$ cat config.mk
export PLATFORM = sky130hd
export DESIGN_NAME = i2c_master_bit_engine_flat
export DESIGN_NICKNAME = d
export VERILOG_FILES = /design/src/hw/rtl/i2cm_pkg.sv /design/src/hw/rtl/i2cm_if.sv /design/src/hw/rtl/i2c_master_bit_engine.sv /design/src/hw/rtl/i2cm_front.sv /design/src/hw/rtl/i2cm_back.sv /design/src/flat_wrapper.sv
export SDC_FILE = /design/constraint.sdc
export NUM_CORES = 1
export LEC_CHECK = 0
export BUFFER_PORTS_ARGS = -buffer_cell sky130_fd_sc_hd__buf_2
export CAP_MARGIN = 20
export CELL_PAD_IN_SITES_DETAIL_PLACEMENT = 1
export CELL_PAD_IN_SITES_GLOBAL_PLACEMENT = 1
export CORE_MARGIN = 4
export CORE_UTILIZATION = 36
export CTS_BUF_LIST = sky130_fd_sc_hd__clkbuf_16
export CTS_CLUSTER_SIZE = 14
export DETAILED_ROUTE_END_ITERATION = 10
export GPL_TIMING_DRIVEN = 0
export HOLD_SLACK_MARGIN = 0.08
export PLACE_DENSITY = 0.67
export SLEW_MARGIN = 40
export SYNTH_ARGS = -nofsm -noshare
export SYNTH_HDL_FRONTEND = slang
export SYNTH_SLANG_ARGS = --single-unit
$ cat constraint.sdc
create_clock -name clk -period 2.46 [get_ports clk]
set_clock_uncertainty 0.05 [all_clocks]
set_input_delay 0.492 -clock clk [delete_from_list [all_inputs] [get_ports clk]]
set_output_delay 0.492 -clock clk [all_outputs]
set_load 0.05 [all_outputs]
$ cat src/hw/rtl/i2cm_pkg.sv
// Shared types and constants for the I2C master bit engine.
`timescale 1ns / 1ps

package i2cm_pkg;

    localparam logic [2:0] MODE_START = 3'd0;
    localparam logic [2:0] MODE_STOP  = 3'd1;
    localparam logic [2:0] MODE_SEND  = 3'd2;
    localparam logic [2:0] MODE_WACK  = 3'd3;
    localparam logic [2:0] MODE_READ  = 3'd4;

    localparam logic [7:0] ACK_TIMEOUT_RESET = 8'd250;
    localparam logic [3:0] BITS_PER_BYTE     = 4'd8;

    typedef enum logic [2:0] {
        CMD_NONE,
        CMD_START,
        CMD_STOP,
        CMD_SEND,
        CMD_WACK,
        CMD_READ
    } cmd_t;

    typedef struct packed {
        cmd_t       cmd;
        logic [7:0] tx_byte;
        logic       send_ack;
        logic       sda_in;
    } tick_entry_t;

endpackage

$ cat src/hw/rtl/i2cm_if.sv
// Valid/ready channel interfaces for ticks and per-tick results.
`timescale 1ns / 1ps

interface i2cm_tick_if;
    logic       valid;
    logic       ready;
    logic       cmd_valid;
    logic [2:0] mode;
    logic [7:0] tx_byte;
    logic       send_ack;
    logic       sda_in;

    modport source (
        output valid, cmd_valid, mode, tx_byte, send_ack, sda_in,
        input  ready
    );
    modport sink (
        input  valid, cmd_valid, mode, tx_byte, send_ack, sda_in,
        output ready
    );
endinterface

interface i2cm_result_if;
    logic       valid;
    logic       ready;
    logic       scl_level;
    logic       sda_level;
    logic       sda_drive;
    logic       busy_res;
    logic       done_res;
    logic [7:0] rx_byte;
    logic       ack_failed;

    modport source (
        output valid, scl_level, sda_level, sda_drive, busy_res, done_res, rx_byte,
               ack_failed,
        input  ready
    );
    modport sink (
        input  valid, scl_level, sda_level, sda_drive, busy_res, done_res, rx_byte,
               ack_failed,
        output ready
    );
endinterface

$ cat src/hw/rtl/i2c_master_bit_engine.sv
// I2C master bit engine top level: tick queue front end feeding the bus engine.
// A tick passes through two register stages, tick queue then engine state, before its result
// transaction is valid; a result that is not yet taken holds further ticks in the queue.
// Throughput: one tick per cycle while the result channel accepts each result.
// Reset: asynchronous active low; idle, SCL and SDA driven high, ack_timeout 250.
`timescale 1ns / 1ps

module i2c_master_bit_engine (
    input  logic          clk,
    input  logic          rst_n,
    input  logic          cfg_we,
    input  logic [7:0]    cfg_data,
    i2cm_tick_if.sink     tick,
    i2cm_result_if.source result
);

    logic                  q_valid;
    logic                  q_pop;
    i2cm_pkg::tick_entry_t q_data;

    i2cm_front u_front (
        .clk     (clk),
        .rst_n   (rst_n),
        .tick    (tick),
        .q_valid (q_valid),
        .q_data  (q_data),
        .q_pop   (q_pop)
    );

    i2cm_back u_back (
        .clk      (clk),
        .rst_n    (rst_n),
        .cfg_we   (cfg_we),
        .cfg_data (cfg_data),
        .q_valid  (q_valid),
        .q_data   (q_data),
        .q_pop    (q_pop),
        .result   (result)
    );

endmodule

$ cat src/hw/rtl/i2cm_front.sv
// Tick intake: decodes the command field and queues ticks for the bus engine.
`timescale 1ns / 1ps

module i2cm_front (
    input  logic                 clk,
    input  logic                 rst_n,
    i2cm_tick_if.sink            tick,
    output logic                 q_valid,
    output i2cm_pkg::tick_entry_t q_data,
    input  logic                 q_pop
);

    i2cm_pkg::tick_entry_t entry_reg [2];
    logic                  wr_ptr_reg;
    logic                  wr_ptr_next;
    logic                  rd_ptr_reg;
    logic                  rd_ptr_next;
    logic [1:0]            count_reg;
    logic [1:0]            count_next;
    logic                  push;
    logic                  pop;
    i2cm_pkg::tick_entry_t decoded;

    always_comb
    begin
        decoded.tx_byte  = tick.tx_byte;
        decoded.send_ack = tick.send_ack;
        decoded.sda_in   = tick.sda_in;
        decoded.cmd      = i2cm_pkg::CMD_NONE;
        if (tick.cmd_valid)
        begin
            case (tick.mode)
                i2cm_pkg::MODE_START: decoded.cmd = i2cm_pkg::CMD_START;
                i2cm_pkg::MODE_STOP:  decoded.cmd = i2cm_pkg::CMD_STOP;
                i2cm_pkg::MODE_SEND:  decoded.cmd = i2cm_pkg::CMD_SEND;
                i2cm_pkg::MODE_WACK:  decoded.cmd = i2cm_pkg::CMD_WACK;
                i2cm_pkg::MODE_READ:  decoded.cmd = i2cm_pkg::CMD_READ;
                default:              decoded.cmd = i2cm_pkg::CMD_NONE;
            endcase
        end
    end

    assign tick.ready = (count_reg != 2'd2);
    assign push       = tick.valid && tick.ready;
    assign q_valid    = (count_reg != 2'd0);
    assign q_data     = entry_reg[rd_ptr_reg];
    assign pop        = q_pop && q_valid;

    always_comb
    begin
        wr_ptr_next = push ? ~wr_ptr_reg : wr_ptr_reg;
        rd_ptr_next = pop ? ~rd_ptr_reg : rd_ptr_reg;
        count_next  = count_reg + {1'b0, push} - {1'b0, pop};
    end

    always_ff @(posedge clk or negedge rst_n)
    begin
        if (!rst_n)
        begin
            wr_ptr_reg <= 1'b0;
            rd_ptr_reg <= 1'b0;
            count_reg  <= 2'd0;
        end
        else
        begin
            wr_ptr_reg <= wr_ptr_next;
            rd_ptr_reg <= rd_ptr_next;
            count_reg  <= count_next;
        end
    end

    always_ff @(posedge clk)
    begin
        if (push)
        begin
            entry_reg[wr_ptr_reg] <= decoded;
        end
    end

endmodule

$ cat src/hw/rtl/i2cm_back.sv
// Bus engine: SCL/SDA sequencing per tick, with the state held as the result register.
`timescale 1ns / 1ps

module i2cm_back (
    input  logic                  clk,
    input  logic                  rst_n,
    input  logic                  cfg_we,
    input  logic [7:0]            cfg_data,
    input  logic                  q_valid,
    input  i2cm_pkg::tick_entry_t q_data,
    output logic                  q_pop,
    i2cm_result_if.source         result
);

    typedef enum logic [2:0] {
        ST_IDLE,
        ST_START,
        ST_STOP,
        ST_SEND,
        ST_WACK,
        ST_READ
    } state_t;

    state_t     state_reg,  state_next;
    logic [1:0] phase_reg,  phase_next;
    logic [3:0] bit_reg,    bit_next;
    logic [7:0] sh_reg,     sh_next;
    logic [7:0] wait_reg,   wait_next;
    logic       scl_reg,    scl_next;
    logic       sda_reg,    sda_next;
    logic       oe_reg,     oe_next;
    logic       choice_reg, choice_next;
    logic [7:0] rx_reg,     rx_next;
    logic       fail_reg,   fail_next;
    logic       done_reg,   done_next;
    logic       valid_reg,  valid_next;
    logic [7:0] timeout_reg;
    logic       pop;
    logic [3:0] bit_inc;

    assign pop     = q_valid && (!valid_reg || result.ready);
    assign q_pop   = pop;
    assign bit_inc = bit_reg + 4'd1;

    always_comb
    begin
        state_next  = state_reg;
        phase_next  = phase_reg;
        bit_next    = bit_reg;
        sh_next     = sh_reg;
        wait_next   = wait_reg;
        scl_next    = scl_reg;
        sda_next    = sda_reg;
        oe_next     = oe_reg;
        choice_next = choice_reg;
        rx_next     = rx_reg;
        fail_next   = fail_reg;
        done_next   = done_reg;
        valid_next  = valid_reg && !result.ready;

        if (pop)
        begin
            valid_next = 1'b1;
            done_next  = 1'b0;
            if (state_reg == ST_IDLE)
            begin
                case (q_data.cmd)
                    i2cm_pkg::CMD_START:
                    begin
                        state_next = ST_START;
                        oe_next    = 1'b1;
                        sda_next   = 1'b1;
                        scl_next   = 1'b1;
                        wait_next  = 8'd3;
                        phase_next = 2'd0;
                    end
                    i2cm_pkg::CMD_STOP:
                    begin
                        state_next = ST_STOP;
                        oe_next    = 1'b1;
                        scl_next   = 1'b0;
                        sda_next   = 1'b0;
                        wait_next  = 8'd3;
                        phase_next = 2'd0;
                    end
                    i2cm_pkg::CMD_SEND:
                    begin
                        state_next = ST_SEND;
                        oe_next    = 1'b1;
                        scl_next   = 1'b0;
                        sda_next   = q_data.tx_byte[7];
                        sh_next    = {q_data.tx_byte[6:0], 1'b0};
                        bit_next   = 4'd0;
                        wait_next  = 8'd1;
                        phase_next = 2'd0;
                    end
                    i2cm_pkg::CMD_WACK:
                    begin
                        state_next = ST_WACK;
                        oe_next    = 1'b0;
                        sda_next   = 1'b1;
                        fail_next  = 1'b0;
                        wait_next  = 8'd0;
                        phase_next = 2'd0;
                    end
                    i2cm_pkg::CMD_READ:
                    begin
                        state_next  = ST_READ;
                        oe_next     = 1'b0;
                        scl_next    = 1'b0;
                        choice_next = q_data.send_ack;
                        sh_next     = 8'd0;
                        bit_next    = 4'd0;
                        wait_next   = 8'd1;
                        phase_next  = 2'd0;
                    end
                    default:
                    begin
                        state_next = state_reg;
                    end
                endcase
            end
            else if (state_reg == ST_WACK && phase_reg == 2'd1)
            begin
                if (!q_data.sda_in)
                begin
                    scl_next   = 1'b0;
                    state_next = ST_IDLE;
                    phase_next = 2'd0;
                    done_next  = 1'b1;
                end
                else if (wait_reg >= timeout_reg)
                begin
                    fail_next  = 1'b1;
                    state_next = ST_STOP;
                    oe_next    = 1'b1;
                    scl_next   = 1'b0;
                    sda_next   = 1'b0;
                    wait_next  = 8'd3;
                    phase_next = 2'd0;
                end
                else
                begin
                    wait_next = wait_reg + 8'd1;
                end
            end
            else if (wait_reg != 8'd0)
            begin
                wait_next = wait_reg - 8'd1;
            end
            else
            begin
                case (state_reg)
                    ST_START:
                    begin
                        if (phase_reg == 2'd0)
                        begin
                            sda_next   = 1'b0;
                            wait_next  = 8'd3;
                            phase_next = 2'd1;
                        end
                        else
                        begin
                            scl_next   = 1'b0;
                            state_next = ST_IDLE;
                            phase_next = 2'd0;
                            done_next  = 1'b1;
                        end
                    end
                    ST_STOP:
                    begin
                        if (phase_reg == 2'd0)
                        begin
                            scl_next   = 1'b1;
                            sda_next   = 1'b1;
                            wait_next  = 8'd3;
                            phase_next = 2'd1;
                        end
                        else
                        begin
                            state_next = ST_IDLE;
                            phase_next = 2'd0;
                            done_next  = 1'b1;
                        end
                    end
                    ST_SEND:
                    begin
                        if (phase_reg == 2'd0)
                        begin
                            scl_next   = 1'b1;
                            wait_next  = 8'd1;
                            phase_next = 2'd1;
                        end
                        else if (phase_reg == 2'd1)
                        begin
                            scl_next   = 1'b0;
                            wait_next  = 8'd1;
                            phase_next = 2'd2;
                        end
                        else
                        begin
                            bit_next = bit_inc;
                            if (bit_inc >= i2cm_pkg::BITS_PER_BYTE)
                            begin
                                state_next = ST_IDLE;
                                phase_next = 2'd0;
                                done_next  = 1'b1;
                            end
                            else
                            begin
                                sda_next   = sh_reg[7];
                                sh_next    = {sh_reg[6:0], 1'b0};
                                wait_next  = 8'd1;
                                phase_next = 2'd0;
                            end
                        end
                    end
                    ST_WACK:
                    begin
                        scl_next   = 1'b1;
                        wait_next  = 8'd0;
                        phase_next = 2'd1;
                    end
                    ST_READ:
                    begin
                        if (phase_reg == 2'd0)
                        begin
                            scl_next   = 1'b1;
                            sh_next    = {sh_reg[6:0], q_data.sda_in};
                            wait_next  = 8'd0;
                            phase_next = 2'd1;
                        end
                        else if (phase_reg == 2'd1)
                        begin
                            bit_next  = bit_inc;
                            scl_next  = 1'b0;
                            wait_next = 8'd1;
                            if (bit_inc < i2cm_pkg::BITS_PER_BYTE)
                            begin
                                phase_next = 2'd0;
                            end
                            else
                            begin
                                oe_next    = 1'b1;
                                sda_next   = ~choice_reg;
                                phase_next = 2'd2;
                            end
                        end
                        else if (phase_reg == 2'd2)
                        begin
                            scl_next   = 1'b1;
                            wait_next  = 8'd1;
                            phase_next = 2'd3;
                        end
                        else
                        begin
                            scl_next   = 1'b0;
                            rx_next    = sh_reg;
                            state_next = ST_IDLE;
                            phase_next = 2'd0;
                            done_next  = 1'b1;
                        end
                    end
                    default:
                    begin
                        state_next = ST_IDLE;
                    end
                endcase
            end
        end
    end

    always_ff @(posedge clk or negedge rst_n)
    begin
        if (!rst_n)
        begin
            state_reg   <= ST_IDLE;
            phase_reg   <= 2'd0;
            bit_reg     <= 4'd0;
            sh_reg      <= 8'd0;
            wait_reg    <= 8'd0;
            scl_reg     <= 1'b1;
            sda_reg     <= 1'b1;
            oe_reg      <= 1'b1;
            choice_reg  <= 1'b0;
            rx_reg      <= 8'd0;
            fail_reg    <= 1'b0;
            done_reg    <= 1'b0;
            valid_reg   <= 1'b0;
            timeout_reg <= i2cm_pkg::ACK_TIMEOUT_RESET;
        end
        else
        begin
            state_reg   <= state_next;
            phase_reg   <= phase_next;
            bit_reg     <= bit_next;
            sh_reg      <= sh_next;
            wait_reg    <= wait_next;
            scl_reg     <= scl_next;
            sda_reg     <= sda_next;
            oe_reg      <= oe_next;
            choice_reg  <= choice_next;
            rx_reg      <= rx_next;
            fail_reg    <= fail_next;
            done_reg    <= done_next;
            valid_reg   <= valid_next;
            if (cfg_we)
            begin
                timeout_reg <= cfg_data;
            end
        end
    end

    assign result.valid      = valid_reg;
    assign result.scl_level  = scl_reg;
    assign result.sda_level  = sda_reg;
    assign result.sda_drive  = oe_reg;
    assign result.busy_res   = (state_reg != ST_IDLE);
    assign result.done_res   = done_reg;
    assign result.rx_byte    = rx_reg;
    assign result.ack_failed = fail_reg;

endmodule
$ cat src/flat_wrapper.sv
// flat-port wrapper written by rule: the top's interface ports become plain ports
module i2c_master_bit_engine_flat 
  (clk, rst_n, cfg_we, cfg_data, tick_valid, tick_cmd_valid, tick_mode, tick_tx_byte, tick_send_ack, tick_sda_in, tick_ready, result_valid, result_scl_level, result_sda_level, result_sda_drive, result_busy_res, result_done_res, result_rx_byte, result_ack_failed, result_ready);
  i2cm_tick_if tick_i ();
  i2cm_result_if result_i ();
  input  logic clk;
  input  logic rst_n;
  input  logic cfg_we;
  input  logic [7:0] cfg_data;
  input wire logic [$bits(tick_i.valid)-1:0] tick_valid;
  input wire logic [$bits(tick_i.cmd_valid)-1:0] tick_cmd_valid;
  input wire logic [$bits(tick_i.mode)-1:0] tick_mode;
  input wire logic [$bits(tick_i.tx_byte)-1:0] tick_tx_byte;
  input wire logic [$bits(tick_i.send_ack)-1:0] tick_send_ack;
  input wire logic [$bits(tick_i.sda_in)-1:0] tick_sda_in;
  output wire logic [$bits(tick_i.ready)-1:0] tick_ready;
  output wire logic [$bits(result_i.valid)-1:0] result_valid;
  output wire logic [$bits(result_i.scl_level)-1:0] result_scl_level;
  output wire logic [$bits(result_i.sda_level)-1:0] result_sda_level;
  output wire logic [$bits(result_i.sda_drive)-1:0] result_sda_drive;
  output wire logic [$bits(result_i.busy_res)-1:0] result_busy_res;
  output wire logic [$bits(result_i.done_res)-1:0] result_done_res;
  output wire logic [$bits(result_i.rx_byte)-1:0] result_rx_byte;
  output wire logic [$bits(result_i.ack_failed)-1:0] result_ack_failed;
  input wire logic [$bits(result_i.ready)-1:0] result_ready;
  assign tick_i.valid = tick_valid;
  assign tick_i.cmd_valid = tick_cmd_valid;
  assign tick_i.mode = tick_mode;
  assign tick_i.tx_byte = tick_tx_byte;
  assign tick_i.send_ack = tick_send_ack;
  assign tick_i.sda_in = tick_sda_in;
  assign tick_ready = tick_i.ready;
  assign result_valid = result_i.valid;
  assign result_scl_level = result_i.scl_level;
  assign result_sda_level = result_i.sda_level;
  assign result_sda_drive = result_i.sda_drive;
  assign result_busy_res = result_i.busy_res;
  assign result_done_res = result_i.done_res;
  assign result_rx_byte = result_i.rx_byte;
  assign result_ack_failed = result_i.ack_failed;
  assign result_i.ready = result_ready;
  i2c_master_bit_engine u_core (.clk(clk), .rst_n(rst_n), .cfg_we(cfg_we), .cfg_data(cfg_data), .tick(tick_i), .result(result_i));
endmodule
After elaboration in Yosys (flattened, before gate mapping):

Memory sizes are Yosys's and may differ from the RTL's.
Cells that the tools add are included.

* bitwise operators: 9
* muxes and demuxes: 117
* $lt $le $gt $ge: 3
* add/sub/neg operators: 5
* eq/ne operators: 58
* reductions and logical operators: 43

Operators by type and width (count)
* 2-to-1 mux 8 bit: 19
* inequality test 4 bit (second input constant): 13
* 2-to-1 mux 1 bit: 50
* 2-to-1 mux 3 bit: 13
* inequality test 3 bit (second input constant): 11
* 2-to-1 mux 4 bit: 8
* one-hot mux 8 bit (2 select lines): 2
* one-hot mux 8 bit (4 select lines): 1
* one-hot mux 3 bit (5 select lines): 2
* AND reduction 9 bit: 3
* 2-to-1 mux 2 bit: 12
* one-hot mux 8 bit (3 select lines): 1
* == test 3 x 2 -> 1 bit (second input constant): 6
* AND reduction 8 bit: 2
* == test 3 bit (second input constant): 5
* inequality test 7 bit (second input constant): 2
* AND reduction 14 bit: 1
* nonzero test 7 bit: 2
* one-hot mux 3 bit (4 select lines): 1
* AND reduction 12 bit: 1
* nonzero test 3 bit: 4
* nonzero test 6 bit: 2
* inequality test 2 bit (second input constant): 5
* AND reduction 5 bit: 2
* 38 further kinds: 67

* input port bits: 27
* flip-flop bits (word level): 52
* memories: 1
* output and inout port bits: 16
* memory bits (writable): 26

Memories
* u_core.u_front.entry_reg: depth 2, bits a word 13, read ports 1, clocked after memory_dff 0, write ports 1, line i2cm_front.sv:13 `i2cm_pkg::tick_entry_t entry_reg [2];`

Longest topological paths before layout:

* depth after elaboration: 9
* mapped depth: 10
* gate-level depth less buffers: 8

Hierarchy:

A second synthesis with hierarchy kept.

* cells, all modules: 439
* area total of the unflattened synthesis: 4489.3 um^2

By module, submodules not included
* i2cm_back: cells an instance 374, area an instance 3306.9 um^2, times used 1
* i2cm_front: cells an instance 65, area an instance 1182.4 um^2, times used 1

Worst setup path after synthesis:

No wires, ideal clock.

* kind: register -> register
* start: register u_core.u_back.timeout_reg[3]
* end: register u_core.u_back.sda_reg, in the netlist u_core.u_back.result.sda_level
* data required time: 2.325 ns
* arrival time: 2.387 ns
* setup slack: -0.062 ns
* stages on the path, launching flop included: 9
* period minus slack after synthesis: 2.522 ns
* library setup time: 0.085 ns
* cells stage by stage: dfstp_2 -> inv_1 -> ha_1 -> o21a_1 -> a21oi_1 -> o31ai_2 -> nor2_1 -> or4_1 -> mux2_1

* word-level cells in the longest chain between the ends: 3

Ends and longest elaborated chain
* start: declaration: line i2cm_back.sv:37 `logic [7:0] timeout_reg;`
* start signal: assignment: line i2cm_back.sv:290 `timeout_reg <= i2cm_pkg::ACK_TIMEOUT_RESET;`
* start signal: assignment: line i2cm_back.sv:309 `timeout_reg <= cfg_data;`
* greater-or-equal comparator 8 bit: line i2cm_back.sv:132 `else if (wait_reg >= timeout_reg)`
* inequality test 3 x 2 -> 1 bit (no source line)
* AND reduction 14 bit (no source line)
* end signal: assignment: line i2cm_back.sv:300 `sda_reg <= sda_next;`
* end: declaration: line i2cm_back.sv:30 `logic sda_reg, sda_next;`

Every way passes these cells.
A chain may end at the register's enable or synchronous reset.

Worst setup path in the final report:

* start: register u_core.u_back.timeout_reg[1]
* end: register u_core.u_back.phase_reg[0]

* word-level cells in the longest chain between the ends: 3

Ends and longest elaborated chain
* greater-or-equal comparator 8 bit: line i2cm_back.sv:132
* inequality test 4 x 3 -> 1 bit (no source line)
* AND reduction 5 bit (no source line)
* end signal: assignment: line i2cm_back.sv:295 `phase_reg <= phase_next;`
* end: declaration: line i2cm_back.sv:25 `logic [1:0] phase_reg, phase_next;`

Every way passes these cells.

==> qor.csv <==
stage,metric,value,unit
layout,fillers,1338,
setup_path,critical path class,flop to flop,
layout,Nets,565,
pwr,Static Leakage,0.00244,uW
floorplan,Die H,119,um
clock_network,clock sink total,78,
clock_network,CTS tree,built,
detailed_routing,DR vias,3923,
layout,layout cell share with drive strength beyond 1,35.0,%
outcome,failing checks,negative setup slack,
global_route,total grt overflow,0,
min_path,worst hold-check path type,input port to asynchronous set/reset pin,
layout,Antenna diodes,0,
detailed_routing,Initial DRC Count,220,
timing,worst slew pin tran,0.698,ns
detailed_routing,WL per Instance,19.4,um
timing,period utilization,104,%
synthesis,syn_area_per_cell,10.1,sq um
setup_path,FF-to-FF path depth,8,
global_route,largest net degree at the start of global routing,53,
global_route,Global Route Usage Sum,19.1,%
layout,area grow syn2layout,29.4,%
clock_network,Worst-Skew Late Latency,0.34,ns
setup_path,R2R Setup Slk,-0.09,ns
placed_design,placer congestion estimate,0.876,
synthesis,post-synthesis sequential area ratio,46.8,%
synthesis,"area leader, netlist",dfrtp_1,
synthesis,Post-synth top cells,"dfrtp_1, nand2_1, o21ai_0",
pwr,Int Pwr,4330,uW
flow_run,max cap viols,0,
clock_network,clock buffer count from CTS,9,
detailed_routing,DR pass1 iterations,5,
pwr,Cell Pwr Density,1360,nW/um^2
floorplan,core area,12100,sq um
setup_path,cell chain of the critical path,inv_2 -> ha_4 -> or4_4 -> a21oi_4 -> o31a_1 -> nand2_2 -> o211ai_1 -> mux2_2,
timing,Period minus WS final,2.55,ns
setup_path,CP Buf/Inv Count,1,
layout,fin util,47.9,%
placed_design,Area after DPL,4900,sq um
synthesis,"Distinct cells, synth",66,
synthesis,Post-synth EDFFs,26,
global_route,vias in the first global route,4112,
setup_path,RR Startpoint,u_core.u_back.timeout_reg[1]$_DFFE_PN1P_,
clock_network,"Reg clk slew, reported paths",0.06,ns
timing,final setup margin,-0.0893,ns
synthesis,Synth top area share,24.1,%
synthesis,synth warn,0,
global_route,antenna violations before repair,0,
timing,Slew headroom,52.5,%
setup_path,CP Launch Point,u_core.u_back.timeout_reg[1]$_DFFE_PN1P_,
timing,"Slew Viols, Final",0,
floorplan,num rows,40,
synthesis,Post-Synthesis Net Count,484,
layout,Finished Cell Area,5780,sq um
floorplan,I/O pin total,43,
placed_design,dpl ws,-0.445,ns
synthesis,Post-Synthesis Cell Area,4470,sq um
timing,Fmax,0.392,GHz
pwr,sequential power share,25.9,%
clock_network,hold-fix buffers at CTS,0,
detailed_routing,post-route ant nets,0,
pwr,Sw Ratio,45.1,%
layout,max FFs per register,26,
setup_path,required time worst endpoint,2.64,ns
setup_path,Crit Path Max Fanout,2,
clock_network,CTS H-tree depth,3,
placed_design,DP Wirelength,8.93,mm
setup_path,slowest CP cell,or4_4,
timing,final setup violating endpoints,9,
setup_path,CP Capture Type,flop,
synthesis,leading post-synthesis cells by cell area,"dfrtp_1, edfxtp_1, dfstp_2",
detailed_routing,Via density,5.64,
floorplan,Initial Util,37.0,%
setup_path,Worst path max stage delay,0.53,ns
clock_network,Clock Path Buffers,2,
setup_path,Worst Path Arrival,2.73,ns
floorplan,Die X,119,um
clock_network,Root Buffer,clkbuf_16,
timing,Final Hold Vio Count,0,
pwr,worst vdd ir,656,uV
floorplan,die area,14300,sq um
setup_path,R2R Path End,u_core.u_back.phase_reg[0]$_DFFE_PN0P_,
setup_path,"delay-heaviest family, CP",compound AO/OA/AOI/OAI gates,
synthesis,Yosys reg bits,78,
pwr,Comb pwr share,56.9,%
synthesis,Post-synth ARST share,66.7,%
global_route,first-pass GRT wire length,21.6,mm
timing,RSZ-0062 raised after global routing,yes,
pwr,NetSw,3560,uW
placed_design,Buffers on Ports,42,
setup_path,CP startpoint kind,flop,
detailed_routing,DRC viols,0,
detailed_routing,final wirelength,13.5,mm
synthesis,most numerous cell in the Yosys netlist,dfrtp_1,
pwr,Clk pwr share,17.2,%
synthesis,Most used DFF post-synth,dfrtp_1,
outcome,status,"finished, violations left",
timing,hold_ws,0.134,ns
synthesis,cells after synthesis,442,
==> per-stage QoR <==
stage | cells | total power, uW | setup TNS [ns]
floorplan | 442 | 4500 | -0.186
global placement | 652 | 5370 | -6.46
detailed placement | 652 | 5490 | -6.97
CTS | 686 | 7470 | -0.201
global route | 696 | 8410 | -1.42
finish | 696 | 7890 | -0.515
==> cell families (layout without fill, tap and decap cells) <==
family	count (synthesis)	count (layout)	share of synthesized area, %
buf+inv	45	131	4.09
fa+ha+maj	15	15	4.20
flops	78	78	46.8
xor+xnor	9	9	1.76
compound gates	126	126	18.8
mux	39	39	9.35
simple gates	130	130	14.9
==> layer usage <==
layer  routed length [um]  global-route usage (%)  part of all wire (%)
met1                 5820                    24.2                    43
met3                  578                    3.13                   4.3
met4                  376                    7.52                   2.8
met5                    0                       0                     0
met2                 6730                    32.5                    50
==> what timing repair did <==
action / 4_1_cts / 5_1_grt
setup buffers: 19 / 10
endpoints found under the setup margin: 36 / 26
pin swaps: 13 / 13
resized for setup: 55 / 40
==> area by class of cell <==
cell class	instances	area (sq um)	share of cell area [%]
Clock inverter	7	73.8	1.28
Clock buffer	9	225	3.89
Multi-Input combinational cell	319	2500	43.2
Buffer	23	131	2.27
Timing Repair Buffer	71	464	8.03
Tap cell	168	210	3.63
Sequential cell	78	2100	36.3
Inverter	21	78.8	1.36
==> how the worst max path moves through the flow <==
stage | end | cells past startpoint
floorplan | u_core.u_back.phase_reg[0]$_DFFE_PN0P_ | 8
global placement | u_core.u_back.state_reg[1]$_DFFE_PN0P_ | 8
detailed placement | u_core.u_back.phase_reg[0]$_DFFE_PN0P_ | 8
CTS | u_core.u_back.result.scl_level$_DFFE_PN1P_ | 9
global route | u_core.u_back.phase_reg[0]$_DFFE_PN0P_ | 8
finish | u_core.u_back.phase_reg[0]$_DFFE_PN0P_ | 8
==> cell usage in the layout, fill, tap and decap left out, drive strengths merged, types with 3 or more instances in the layout <==
cell type / instances
o21ai: 38
o21a: 4
ha: 15
nand2: 42
a21oi: 24
o22ai: 6
or4: 5
dfstp: 9
inv: 22
a21o: 3
dfrtp: 43
o211ai: 4
o31ai: 5
edfxtp: 26
a31oi: 8
clkinv: 3
mux2: 22
nor3: 12
nor2b: 5
buf: 85
nand2b: 7
a211oi: 4
nor3b: 4
xnor2: 6
xor2: 3
a221oi: 3
nor2: 28
o22a: 3
mux2i: 17
and3: 6
nand3: 13
clkbuf: 18
o221ai: 4
==> power groups by stage <==
stage          registers, uW  clock network [uW]  logic [uW]
2_1_floorplan           2110                   0        2390
3_3_place_gp            2030                   0        3350
3_5_place_dp            2050                   0        3430
4_1_cts                 2030                1390        4050
5_1_grt                 2090                1470        4850
6_report                2040                1360        4490
Power figures use the tool's default switching activity.
